`src/rtl/refcounted_poll_scheduler_backoff_macros.svh`:
```
// Assertion macros shared by the poll scheduler modules.
// Depends on nothing; included by the modules that check their own logic.
`ifndef REFCOUNTED_POLL_SCHEDULER_BACKOFF_MACROS_SVH
`define REFCOUNTED_POLL_SCHEDULER_BACKOFF_MACROS_SVH

// Condition implies consequence in the same cycle.
`define RPSB_ASSERT_NOW(lbl, clk, rst_n, ante, cons, msg) \
    lbl: assert property (@(posedge clk) disable iff (!rst_n) (ante) |-> (cons)) \
        else $error(msg);

// Condition implies consequence in the next cycle.
`define RPSB_ASSERT_NEXT(lbl, clk, rst_n, ante, cons, msg) \
    lbl: assert property (@(posedge clk) disable iff (!rst_n) (ante) |=> (cons)) \
        else $error(msg);

`endif

```
`src/rtl/rpsb_pkg.sv`:
```
// Shared types and constants of the poll scheduler.
// Depends on nothing; used by every module of the block.
package rpsb_pkg;

    localparam int DefTableDepth  = 16;
    localparam logic [15:0] RstMinPeriod  = 16'd10;
    localparam logic [15:0] RstMaxBackoff = 16'd2000;
    localparam int MaxOut   = 16;
    localparam int KeyW     = 40;
    localparam int CountW   = 5;
    localparam int QDepth   = 2;

    // Configuration register indexes.
    localparam logic [0:0] CfgMinPeriod  = 1'b0;
    localparam logic [0:0] CfgMaxBackoff = 1'b1;

    typedef enum logic [1:0] {
        REQ_ACQUIRE = 2'd0,
        REQ_RELEASE = 2'd1,
        REQ_TICK    = 2'd2,
        REQ_RESULT  = 2'd3
    } t_req;

    typedef enum logic [1:0] {
        STAT_OK        = 2'd0,
        STAT_NOT_FOUND = 2'd1,
        STAT_FULL      = 2'd2
    } t_status;

    typedef enum logic {
        KIND_STATUS = 1'b0,
        KIND_POLL   = 1'b1
    } t_kind;

    typedef enum logic [2:0] {
        ST_IDLE,
        ST_SCAN,
        ST_EXEC,
        ST_EMIT,
        ST_TICK,
        ST_FLUSH
    } t_state;

    typedef struct packed {
        t_req             req;
        logic [KeyW-1:0]  key;
        logic [15:0]      period;
        logic             ok;
    } t_item;

    // Head of the queue between front and back.
    typedef struct packed {
        logic  valid;
        t_item item;
    } t_head;

    typedef struct packed {
        t_kind             kind;
        t_status           status;
        logic [KeyW-1:0]   key;
        logic [CountW-1:0] tracked;
        logic              last;
    } t_result;

endpackage

```
`src/rtl/rpsb_front.sv`:
```
// Front end: accepts words, builds the key, clamps the period and queues items.
// Depends on rpsb_pkg and the assertion macro header.
`include "refcounted_poll_scheduler_backoff_macros.svh"

module rpsb_front (
    input  logic                i_clk,
    input  logic                i_rst_n,
    input  logic                i_valid,
    output logic                o_ready,
    input  logic [1:0]          i_req_type,
    input  logic [15:0]         i_device_position,
    input  logic [15:0]         i_object_index,
    input  logic [7:0]          i_object_subindex,
    input  logic [15:0]         i_period_ms,
    input  logic                i_poll_ok,
    input  logic [15:0]         i_min_period,
    input  logic                i_pop,
    output rpsb_pkg::t_head     o_head
);

    rpsb_pkg::t_item r_q [rpsb_pkg::QDepth];
    logic            r_wptr, r_rptr;
    logic [1:0]      r_count;
    logic [1:0]      n_count;
    logic            w_push, w_pop;
    rpsb_pkg::t_item w_item;

    assign o_ready = (r_count != 2'(rpsb_pkg::QDepth));
    assign w_push  = i_valid && o_ready;
    assign w_pop   = i_pop && (r_count != 2'd0);

    always_comb begin
        w_item.req    = rpsb_pkg::t_req'(i_req_type);
        w_item.key    = {i_device_position, i_object_index, i_object_subindex};
        w_item.period = (i_period_ms < i_min_period) ? i_min_period : i_period_ms;
        w_item.ok     = i_poll_ok;
    end

    always_comb begin
        n_count = r_count + 2'(w_push) - 2'(w_pop);
    end

    always_ff @(posedge i_clk) begin
        if (!i_rst_n) begin
            r_wptr  <= 1'b0;
            r_rptr  <= 1'b0;
            r_count <= 2'd0;
        end else begin
            r_count <= n_count;
            if (w_push) begin
                r_wptr <= ~r_wptr;
            end
            if (w_pop) begin
                r_rptr <= ~r_rptr;
            end
        end
    end

    always_ff @(posedge i_clk) begin
        if (w_push) begin
            r_q[r_wptr] <= w_item;
        end
    end

    assign o_head.valid = (r_count != 2'd0);
    assign o_head.item  = r_q[r_rptr];

    `RPSB_ASSERT_NOW(a_count_bound, i_clk, i_rst_n, 1'b1, r_count <= 2'(rpsb_pkg::QDepth), "queue overfilled")
    `RPSB_ASSERT_NEXT(a_push_only, i_clk, i_rst_n, w_push && !w_pop, r_count == $past(r_count) + 2'd1, "push lost")
    `RPSB_ASSERT_NOW(a_pop_nonempty, i_clk, i_rst_n, i_pop, r_count != 2'd0, "pop from empty queue")

endmodule

```
`src/rtl/rpsb_back.sv`:
```
// Back end: the object table, its sequencer and the output register.
// Depends on rpsb_pkg and the assertion macro header.
`include "refcounted_poll_scheduler_backoff_macros.svh"

module rpsb_back #(
    parameter int TABLE_DEPTH = rpsb_pkg::DefTableDepth
) (
    input  logic                i_clk,
    input  logic                i_rst_n,
    input  rpsb_pkg::t_head     i_head,
    output logic                o_pop,
    input  logic [15:0]         i_max_backoff,
    output logic                o_valid,
    input  logic                i_ready,
    output rpsb_pkg::t_result   o_result
);

    localparam int IW = (TABLE_DEPTH > 1) ? $clog2(TABLE_DEPTH) : 1;
    localparam int TW = $clog2(TABLE_DEPTH + 1);
    localparam logic [IW-1:0] LastIdx = IW'(TABLE_DEPTH - 1);

    logic                      r_valid   [TABLE_DEPTH];
    logic                      r_pending [TABLE_DEPTH];
    logic [rpsb_pkg::KeyW-1:0] r_key     [TABLE_DEPTH];
    logic [7:0]                r_ref     [TABLE_DEPTH];
    logic [15:0]               r_per     [TABLE_DEPTH];
    logic [15:0]               r_boff    [TABLE_DEPTH];
    logic [15:0]               r_cd      [TABLE_DEPTH];

    rpsb_pkg::t_state  r_state, n_state;
    rpsb_pkg::t_item   r_item;
    logic [IW-1:0]     r_idx, r_slot, r_free;
    logic              r_found, r_free_v;
    logic [TW-1:0]     r_total;
    rpsb_pkg::t_status r_status;
    logic [rpsb_pkg::CountW-1:0] r_n;
    logic                        r_held_v;
    logic [rpsb_pkg::KeyW-1:0]   r_held;
    logic              r_out_valid;
    rpsb_pkg::t_result r_out;

    logic        w_out_free, w_last_idx;
    logic        w_act, w_due, w_stall;
    logic [15:0] w_cd_n;
    logic [16:0] w_dbl;
    logic [16:0] w_next;
    logic [7:0]  w_ref_dec;
    logic        w_tick_adv;
    logic        w_out_load;

    assign w_out_free = !r_out_valid || i_ready;
    assign w_last_idx = (r_idx == LastIdx);

    // Tick evaluation of the entry under the scan index.
    assign w_act   = r_valid[r_idx] && !r_pending[r_idx]
                     && (r_n < rpsb_pkg::CountW'(rpsb_pkg::MaxOut));
    assign w_cd_n  = (r_cd[r_idx] != 16'd0) ? (r_cd[r_idx] - 16'd1) : r_cd[r_idx];
    assign w_due   = w_act && (w_cd_n == 16'd0);
    assign w_stall = w_due && r_held_v && !w_out_free;
    assign w_tick_adv = (r_state == rpsb_pkg::ST_TICK) && !w_stall;

    // A new word enters the output register in these cases.
    assign w_out_load = ((r_state == rpsb_pkg::ST_EMIT) && w_out_free)
                        || (w_tick_adv && w_due && r_held_v)
                        || ((r_state == rpsb_pkg::ST_FLUSH) && r_held_v && w_out_free);

    // Retry backoff: period first, then doubling, capped.
    assign w_dbl  = (r_boff[r_slot] == 16'd0) ? {1'b0, r_per[r_slot]}
                                              : {r_boff[r_slot], 1'b0};
    assign w_next = (w_dbl > {1'b0, i_max_backoff}) ? {1'b0, i_max_backoff} : w_dbl;
    assign w_ref_dec = (r_ref[r_slot] != 8'd0) ? (r_ref[r_slot] - 8'd1) : 8'd0;

    // Next state.
    always_comb begin
        n_state = r_state;
        case (r_state)
            rpsb_pkg::ST_IDLE: begin
                if (i_head.valid) begin
                    n_state = (i_head.item.req == rpsb_pkg::REQ_TICK) ?
                              rpsb_pkg::ST_TICK : rpsb_pkg::ST_SCAN;
                end
            end
            rpsb_pkg::ST_SCAN: begin
                if (w_last_idx) begin
                    n_state = rpsb_pkg::ST_EXEC;
                end
            end
            rpsb_pkg::ST_EXEC: n_state = rpsb_pkg::ST_EMIT;
            rpsb_pkg::ST_EMIT: begin
                if (w_out_free) begin
                    n_state = rpsb_pkg::ST_IDLE;
                end
            end
            rpsb_pkg::ST_TICK: begin
                if (w_tick_adv && w_last_idx) begin
                    n_state = rpsb_pkg::ST_FLUSH;
                end
            end
            rpsb_pkg::ST_FLUSH: begin
                if (!r_held_v || w_out_free) begin
                    n_state = rpsb_pkg::ST_IDLE;
                end
            end
            default: n_state = rpsb_pkg::ST_IDLE;
        endcase
    end

    // Outputs of the sequencer.
    always_comb begin
        o_pop = (r_state == rpsb_pkg::ST_IDLE) && i_head.valid;
    end

    always_ff @(posedge i_clk) begin
        if (!i_rst_n) begin
            r_state <= rpsb_pkg::ST_IDLE;
        end else begin
            r_state <= n_state;
        end
    end

    // Sequencer registers.
    always_ff @(posedge i_clk) begin
        if (!i_rst_n) begin
            r_idx       <= '0;
            r_found     <= 1'b0;
            r_free_v    <= 1'b0;
            r_total     <= '0;
            r_n         <= '0;
            r_held_v    <= 1'b0;
            r_out_valid <= 1'b0;
        end else begin
            if (w_out_load) begin
                r_out_valid <= 1'b1;
            end else if (i_ready) begin
                r_out_valid <= 1'b0;
            end
            case (r_state)
                rpsb_pkg::ST_IDLE: begin
                    r_idx    <= '0;
                    r_found  <= 1'b0;
                    r_free_v <= 1'b0;
                    r_n      <= '0;
                    r_held_v <= 1'b0;
                    if (o_pop) begin
                        r_item <= i_head.item;
                    end
                end
                rpsb_pkg::ST_SCAN: begin
                    if (r_valid[r_idx] && (r_key[r_idx] == r_item.key)) begin
                        r_found <= 1'b1;
                        r_slot  <= r_idx;
                    end
                    if (!r_valid[r_idx] && !r_free_v) begin
                        r_free_v <= 1'b1;
                        r_free   <= r_idx;
                    end
                    if (!w_last_idx) begin
                        r_idx <= r_idx + IW'(1);
                    end
                end
                rpsb_pkg::ST_EXEC: begin
                    r_status <= rpsb_pkg::STAT_OK;
                    case (r_item.req)
                        rpsb_pkg::REQ_ACQUIRE: begin
                            if (!r_found) begin
                                if (r_free_v) begin
                                    r_total <= r_total + TW'(1);
                                end else begin
                                    r_status <= rpsb_pkg::STAT_FULL;
                                end
                            end
                        end
                        rpsb_pkg::REQ_RELEASE: begin
                            if (!r_found) begin
                                r_status <= rpsb_pkg::STAT_NOT_FOUND;
                            end else if (w_ref_dec == 8'd0 && r_total != '0) begin
                                r_total <= r_total - TW'(1);
                            end
                        end
                        default: begin
                            if (!r_found) begin
                                r_status <= rpsb_pkg::STAT_NOT_FOUND;
                            end
                        end
                    endcase
                end
                rpsb_pkg::ST_EMIT: begin
                    if (w_out_free) begin
                        r_out.kind     <= rpsb_pkg::KIND_STATUS;
                        r_out.status   <= r_status;
                        r_out.key      <= r_item.key;
                        r_out.tracked  <= rpsb_pkg::CountW'(r_total);
                        r_out.last     <= 1'b1;
                    end
                end
                rpsb_pkg::ST_TICK: begin
                    if (w_tick_adv) begin
                        if (w_due) begin
                            r_held_v <= 1'b1;
                            r_held   <= r_key[r_idx];
                            r_n      <= r_n + rpsb_pkg::CountW'(1);
                            if (r_held_v) begin
                                r_out.kind    <= rpsb_pkg::KIND_POLL;
                                r_out.status  <= rpsb_pkg::STAT_OK;
                                r_out.key     <= r_held;
                                r_out.tracked <= rpsb_pkg::CountW'(r_total);
                                r_out.last    <= 1'b0;
                            end
                        end
                        if (!w_last_idx) begin
                            r_idx <= r_idx + IW'(1);
                        end
                    end
                end
                rpsb_pkg::ST_FLUSH: begin
                    if (r_held_v && w_out_free) begin
                        r_out.kind    <= rpsb_pkg::KIND_POLL;
                        r_out.status  <= rpsb_pkg::STAT_OK;
                        r_out.key     <= r_held;
                        r_out.tracked <= rpsb_pkg::CountW'(r_total);
                        r_out.last    <= 1'b1;
                    end
                end
                default: begin
                    r_idx <= '0;
                end
            endcase
        end
    end

    // Valid and pending bits, cleared by reset.
    always_ff @(posedge i_clk) begin
        if (!i_rst_n) begin
            for (int i = 0; i < TABLE_DEPTH; i++) begin
                r_valid[i]   <= 1'b0;
                r_pending[i] <= 1'b0;
            end
        end else if (r_state == rpsb_pkg::ST_EXEC) begin
            case (r_item.req)
                rpsb_pkg::REQ_ACQUIRE: begin
                    if (!r_found && r_free_v) begin
                        r_valid[r_free]   <= 1'b1;
                        r_pending[r_free] <= 1'b0;
                    end
                end
                rpsb_pkg::REQ_RELEASE: begin
                    if (r_found && w_ref_dec == 8'd0) begin
                        r_valid[r_slot]   <= 1'b0;
                        r_pending[r_slot] <= 1'b0;
                    end
                end
                rpsb_pkg::REQ_RESULT: begin
                    if (r_found) begin
                        r_pending[r_slot] <= 1'b0;
                    end
                end
                default: begin
                    r_pending[r_slot] <= r_pending[r_slot];
                end
            endcase
        end else if (w_tick_adv && w_due) begin
            r_pending[r_idx] <= 1'b1;
        end
    end

    // Entry payload, written at one address a cycle.
    always_ff @(posedge i_clk) begin
        if (r_state == rpsb_pkg::ST_EXEC) begin
            case (r_item.req)
                rpsb_pkg::REQ_ACQUIRE: begin
                    if (r_found) begin
                        if (r_ref[r_slot] != 8'hFF) begin
                            r_ref[r_slot] <= r_ref[r_slot] + 8'd1;
                        end
                        if (r_item.period < r_per[r_slot]) begin
                            r_per[r_slot] <= r_item.period;
                        end
                    end else if (r_free_v) begin
                        r_key[r_free]  <= r_item.key;
                        r_ref[r_free]  <= 8'd1;
                        r_per[r_free]  <= r_item.period;
                        r_boff[r_free] <= 16'd0;
                        r_cd[r_free]   <= 16'd0;
                    end
                end
                rpsb_pkg::REQ_RELEASE: begin
                    if (r_found) begin
                        r_ref[r_slot] <= w_ref_dec;
                    end
                end
                rpsb_pkg::REQ_RESULT: begin
                    if (r_found) begin
                        if (r_item.ok) begin
                            r_boff[r_slot] <= 16'd0;
                            r_cd[r_slot]   <= r_per[r_slot];
                        end else begin
                            r_boff[r_slot] <= w_next[15:0];
                            r_cd[r_slot]   <= w_next[15:0];
                        end
                    end
                end
                default: begin
                    r_cd[r_slot] <= r_cd[r_slot];
                end
            endcase
        end else if (w_tick_adv && w_act) begin
            r_cd[r_idx] <= w_cd_n;
        end
    end

    assign o_valid  = r_out_valid;
    assign o_result = r_out;

    `RPSB_ASSERT_NOW(a_total_bound, i_clk, i_rst_n, 1'b1, r_total <= TW'(TABLE_DEPTH), "entry count above table depth")
    `RPSB_ASSERT_NEXT(a_tick_total, i_clk, i_rst_n, r_state == rpsb_pkg::ST_TICK, r_total == $past(r_total), "tick changed entry count")
    `RPSB_ASSERT_NOW(a_cap, i_clk, i_rst_n, 1'b1, r_n <= rpsb_pkg::CountW'(rpsb_pkg::MaxOut), "too many poll requests in one tick")
    `RPSB_ASSERT_NOW(a_pop_idle, i_clk, i_rst_n, o_pop, r_state == rpsb_pkg::ST_IDLE, "item taken while busy")

endmodule

```
`src/rtl/refcounted_poll_scheduler_backoff.sv`:
```
// Top level of the poll scheduler: configuration registers, front end, back end.
// Depends on rpsb_pkg, rpsb_front and rpsb_back.
//
// Usage. Request words enter on the s_ stream: tuser carries the request type
// (acquire, release, millisecond tick, poll result) and tdata the object key,
// the requested period and the poll outcome. Result words leave on the m_
// stream: tuser marks a status answer or a poll request, tlast flags the final
// word that one request causes. Acquire, release and poll result each give one
// status answer; a tick gives one poll request per entry that falls due, in
// table order, at most 16 per tick, and nothing when no entry is due.
// Sequencing. The front end queues up to two requests. The back end sweeps the
// table one entry per cycle through a single table port, pausing a tick sweep
// while the output stalls; a keyed request passes through the scan, execute
// and emit states to a registered status word before the next one is taken.
// Reset (synchronous, active low) empties the table and the queue and loads the
// minimum period with 10 ms and the backoff ceiling with 2000 ms.
// When the receiver holds m_tready low the tick sweep pauses at the next due
// entry and the queue keeps taking words until it is full; nothing is dropped.
// The configuration port is always ready; write it only while the block is idle.

module refcounted_poll_scheduler_backoff #(
    parameter int TABLE_DEPTH = rpsb_pkg::DefTableDepth
) (
    input  logic        i_clk,
    input  logic        i_rst_n,
    input  logic        s_tvalid,
    output logic        s_tready,
    // [15:0] device_position, [31:16] object_index, [39:32] object_subindex,
    // [55:40] period_ms, [56] poll_ok, [63:57] zero
    input  logic [63:0] s_tdata,
    // [1:0] req_type
    input  logic [1:0]  s_tuser,
    output logic        m_tvalid,
    input  logic        m_tready,
    // [1:0] status, [17:2] out_device_position, [33:18] out_object_index,
    // [41:34] out_object_subindex, [46:42] tracked_count, [47] zero
    output logic [47:0] m_tdata,
    // [0] out_kind
    output logic [0:0]  m_tuser,
    output logic        m_tlast,
    input  logic        i_cfg_valid,
    output logic        o_cfg_ready,
    input  logic [0:0]  i_cfg_index,
    input  logic [15:0] i_cfg_data
);

    logic [15:0]       r_min_period, r_max_backoff;
    rpsb_pkg::t_head   w_head;
    logic              w_pop;
    rpsb_pkg::t_result w_res;

    assign o_cfg_ready = 1'b1;

    always_ff @(posedge i_clk) begin
        if (!i_rst_n) begin
            r_min_period  <= rpsb_pkg::RstMinPeriod;
            r_max_backoff <= rpsb_pkg::RstMaxBackoff;
        end else if (i_cfg_valid) begin
            case (i_cfg_index)
                rpsb_pkg::CfgMinPeriod:  r_min_period  <= i_cfg_data;
                rpsb_pkg::CfgMaxBackoff: r_max_backoff <= i_cfg_data;
                default:                 r_min_period  <= r_min_period;
            endcase
        end
    end

    rpsb_front u_front (
        .i_clk             (i_clk),
        .i_rst_n           (i_rst_n),
        .i_valid           (s_tvalid),
        .o_ready           (s_tready),
        .i_req_type        (s_tuser),
        .i_device_position (s_tdata[15:0]),
        .i_object_index    (s_tdata[31:16]),
        .i_object_subindex (s_tdata[39:32]),
        .i_period_ms       (s_tdata[55:40]),
        .i_poll_ok         (s_tdata[56]),
        .i_min_period      (r_min_period),
        .i_pop             (w_pop),
        .o_head            (w_head)
    );

    rpsb_back #(
        .TABLE_DEPTH (TABLE_DEPTH)
    ) u_back (
        .i_clk         (i_clk),
        .i_rst_n       (i_rst_n),
        .i_head        (w_head),
        .o_pop         (w_pop),
        .i_max_backoff (r_max_backoff),
        .o_valid       (m_tvalid),
        .i_ready       (m_tready),
        .o_result      (w_res)
    );

    // The key is position, index, subindex from the top bit down.
    assign m_tdata = {1'b0, w_res.tracked, w_res.key[7:0], w_res.key[23:8],
                      w_res.key[39:24], w_res.status};
    assign m_tuser = w_res.kind;
    assign m_tlast = w_res.last;

endmodule
```
`config.mk`:
```
export PLATFORM = sky130hd
export DESIGN_NAME = refcounted_poll_scheduler_backoff
export DESIGN_NICKNAME = d
export VERILOG_FILES = /design/src/rtl/rpsb_pkg.sv /design/src/rtl/rpsb_front.sv /design/src/rtl/rpsb_back.sv /design/src/rtl/refcounted_poll_scheduler_backoff.sv
export VERILOG_INCLUDE_DIRS = /design/src /design/src/rtl
export SDC_FILE = /design/constraint.sdc
export NUM_CORES = 2
export LEC_CHECK = 0
export BUFFER_PORTS_ARGS = -buffer_cell sky130_fd_sc_hd__buf_2
export CORE_MARGIN = 2
export CORE_UTILIZATION = 25
export DETAILED_ROUTE_END_ITERATION = 6
export HOLD_SLACK_MARGIN = 0.1
export PLACE_DENSITY = 0.51
export SLEW_MARGIN = 20
export SYNTH_ARGS = -nofsm -noshare
export SYNTH_HDL_FRONTEND = slang
export SYNTH_SLANG_ARGS = --single-unit
```
`constraint.sdc`:
```
create_clock -name i_clk -period 8.7 [get_ports i_clk]
set_clock_uncertainty 0.1 [all_clocks]
set_input_delay 1.74 -clock i_clk [delete_from_list [all_inputs] [get_ports i_clk]]
set_output_delay 1.74 -clock i_clk [all_outputs]
set_load 0.005 [all_outputs]
```
==> results.py <==
metrics = {
    "sta": {
        "min_period_ps": 7220,
        "layout_worst_path_cycle_share_pct": 83.0,
        "fmax_ghz": 0.138,
        "holdWs_ps": 367,
        "setup_tns_ps": 0,
        "worst_pin_slew_ps": 1130,
        "grt_setup_unrepaired": "no",
        "max_slew_margin_pct": 24.4,
        "setup_viol": 0,
        "final_hold_viol_count": 0,
        "drv_slew": 0,
    },
    "yosys": {
        "synth_top_family_by_area": "multiplexers",
        "synth_compound_area_share_pct": 3.19,
        "synth_edf_count": 1812,
        "ys_seq_elements": 1910,
        "synth_area_um2": 76100,
        "muxShareOfSynthArea_pct": 15.5,
        "synth_simple_gate_area_share_pct": 4.12,
        "yosys.cell_types.count": 85,
        "synthFlopType": "edfxtp_1",
        "synthAdderAreaFrac_pct": 0.963,
        "ys_seq_area_share_pct": 74.1,
        "async_flop_share_pct": 0,
        "syn_inst": 3894,
        "syn_nets": 4040,
        "syn_avg_cell_area_um2": 19.5,
        "yosys.area_share.xor_xnor_pct": 0.667,
        "ys_warn_count": 0,
    },
    "critical_path": {
        "critPathArrivalTime_ps": 7660,
        "critPathLaunchType": "register",
        "crit_type": "register to register",
        "cp.required_ps": 9140,
        "reg2reg_to": "u_back.r_cd[5][14]",
        "rr_worst_depth": 19,
        "reg2reg_slack_ps": 1480,
        "path_max_fanout": 30,
        "end_kind": "register",
    },
    "place": {
        "dp_hpwl_mm": 112,
        "dp.cells": 7912,
        "port_buffers": 131,
        "place.gp.congestion": 0.822,
    },
    "die": {
        "io_pins": 141,
        "fp.coreArea_um2": 303000,
        "die_y_um": 556,
        "initial_core_util_pct": 25.1,
        "die_x_um": 556,
        "die_area_um2": 309000,
        "rows": 202,
    },
    "routing": {
        "wl_per_cell_um": 23.8,
        "drc": 0,
        "first_pass_iters": 6,
        "drt_iter0_drc": 3751,
        "vias": 38200,
        "vias_per_cell": 4.62,
        "ant_nets": 0,
        "drt-total-wl_mm": 196,
    },
    "clock_tree": {
        "numCtsBuffers": 196,
        "insertion_delay_ps": 880,
        "path_clk_slew_ps": 70,
        "ctsLongestPathBuffers": 4,
        "postCtsSetupBuffers": 0,
        "hold_buffers": 0,
        "cts_sinks": 1910,
        "cts_tree": "built",
        "ctsResizeCount": 0,
        "cts_root_buffer": "clkbuf_16",
        "htreeDepth": 4,
    },
    "job": {
        "max-cap-violations": 0,
    },
    "global_routing": {
        "grt_pass1_wl_mm": 282,
        "grt_util_all_layers_pct": 12.4,
        "grt_pass1_vias": 39200,
        "grt_max_degree": 127,
        "antenna_found_initial": 18,
        "grt_overflow_total": 0,
    },
    "power": {
        "ir_drop_uv": 161,
        "powerDensity_nw_per_um2": 242,
        "power_leakage_nw": 26.3,
    },
    "hold_path": {
        "min_from": "u_back.r_pending[15]",
        "hold_path_end": "u_back.r_pending[15]",
        "min_path_cells": 2,
        "hp-class": "register to register",
    },
    "finish": {
        "nFillCells": 29700,
        "area_growth_pct": 16.0,
        "drive_above_1_share_pct": 26.7,
        "nNetsFinal": 4279,
        "fin_cells": 8258,
    },
    "outcome": {
        "status": "finished, final reports clean",
    },
}
## worst max path at each step
stage / startpoint / slack [ps] / to / cells after the start
final: register / 1480 / u_back.r_cd[5][14] / 19
after global routing: register / 1000 / u_back.r_cd[5][14] / 19
after CTS: register / 1340 / u_back.r_cd[5][5] / 19
after detailed placement: register / 1360 / u_back.r_cd[5][5] / 19
after global placement: register / 1390 / u_back.r_cd[1][5] / 19
after floorplan: i_rst_n / 350 / u_back.r_item[0] / 2
## through the flow
stage	power, W	setup slack [ps]	utilization [%]	cell area, µm²
after floorplan	0.0127	345	-	76100
after global placement	0.0135	1390	27.2	82200
after detailed placement	0.0135	1360	27.2	82200
after CTS	0.0216	1340	29.1	88200
after global routing	0.0221	1000	29.2	88300
final	0.0213	1480	29.2	88300
## state kept, by name, indices dropped and copies added (netlist names), 3 cells and up, named ones only
| name | flops |
|---|---|
| u_back.r_key | 640 |
| u_back.r_n | 5 |
| u_back.r_pending | 16 |
| r_min_period | 16 |
| u_back.r_total | 5 |
| u_back.r_valid | 16 |
| u_back.r_item | 59 |
| u_back.r_ref | 128 |
| u_back.r_slot | 4 |
| u_back.r_per | 256 |
| u_back.r_cd | 256 |
| u_back.r_free | 4 |
| u_back.o_result | 49 |
| u_back.r_idx | 4 |
| u_front.r_q | 118 |
| u_back.r_held | 40 |
| r_max_backoff | 16 |
| u_back.r_state | 3 |
| u_back.r_boff | 256 |
## cell type report
cell class	instances	area, µm²	share of cell area [%]
Sequential cell	1910	56400	63.9
Multi-Input combinational cell	1716	19100	21.7
Clock buffer	270	5360	6.06
Clock inverter	71	629	0.713
Timing Repair Buffer	227	1490	1.68
Inverter	82	308	0.349
Tap cell	3978	4980	5.64
Antenna cell	4	10.0	0.0113
## power by group
part	switching, W	leakage (nW)	internal [W]
sequential	0.000473	16.6	0.0105
clock	0.00348	2.91	0.00456
combinational	0.00123	6.79	0.00106
total	0.00518	26.3	0.0162
## layer usage
layer	wire length, µm	global-route usage (%)	vias to the layer above	share of wire [%]
met2	92900	20.0	1098	47
li1	-	-	16400	-
met1	88300	17.4	20400	45
met3	10900	2.05	267	5.5
met5	0	0	-	0
met4	4260	3.05	0	2.2
## kinds of logic after synthesis
family          count (synthesis)
buf+inv                       268
mux                           582
simple gates                  671
compound gates                345
fa+ha+maj                      58
other cells                     2
xor+xnor                       58
flops                        1910
## Yosys cell counts, types with 18 or more instances
library cell | number | area share, %
nand2_1 | 310 | 1.5
mux2_2 | 79 | 1.2
nand3_1 | 29 | 0.19
a21boi_0 | 31 | 0.31
nor2b_1 | 28 | 0.23
a21oi_1 | 62 | 0.41
inv_1 | 79 | 0.39
a22oi_1 | 33 | 0.33
edfxtp_1 | 1812 | 71
buf_1 | 47 | 0.23
and2_1 | 23 | 0.19
o21ai_0 | 33 | 0.22
a21o_1 | 35 | 0.35
mux4_2 | 469 | 14
nor2_1 | 135 | 0.67
o211ai_1 | 21 | 0.21
mux2i_1 | 34 | 0.45
nand4_1 | 29 | 0.24
nor3_1 | 28 | 0.18
dfxtp_1 | 98 | 2.6
xnor2_1 | 52 | 0.60
ha_1 | 57 | 0.94
a221oi_1 | 18 | 0.21
clkbuf_1 | 108 | 0.53
## placed cells by master (no fill, tap or decap), drive strengths merged, types with 7 or more instances in the layout
cell type / n
buf: 227
inv: 85
a221o: 9
nand2b: 16
nor2: 136
a22o: 10
a21o: 35
or4: 7
o22ai: 17
nand3: 30
o21ai: 38
a221oi: 18
a22oi: 33
edfxtp: 1812
nor2b: 28
nor4: 11
and2: 25
nand2: 310
bufinv: 9
or2: 7
nor3: 28
a21boi: 32
and3: 8
clkbuf: 270
a21oi: 63
xnor2: 52
and4: 7
ha: 57
mux2: 79
dfxtp: 98
nand4: 30
clkinv: 55
or3: 8
mux2i: 34
o211ai: 21
mux4: 469
o21a: 9
## worst max-delay path, cell delays in order (launching register included)
cell      delay [ps]
dfxtp_4          790
buf_12           290
mux4_2           540
mux4_2           530
nor4_1           350
and4_1           480
buf_4            250
a21o_1           140
ha_1             250
a21o_1           180
a21o_1           170
a21oi_1          200
o211ai_1         110
o221ai_1         170
a21oi_1          120
nor2_1           290
buf_4            330
mux2i_1          110
nor2_1           820
a221o_1          620
(Power assumes the default switching activity.)
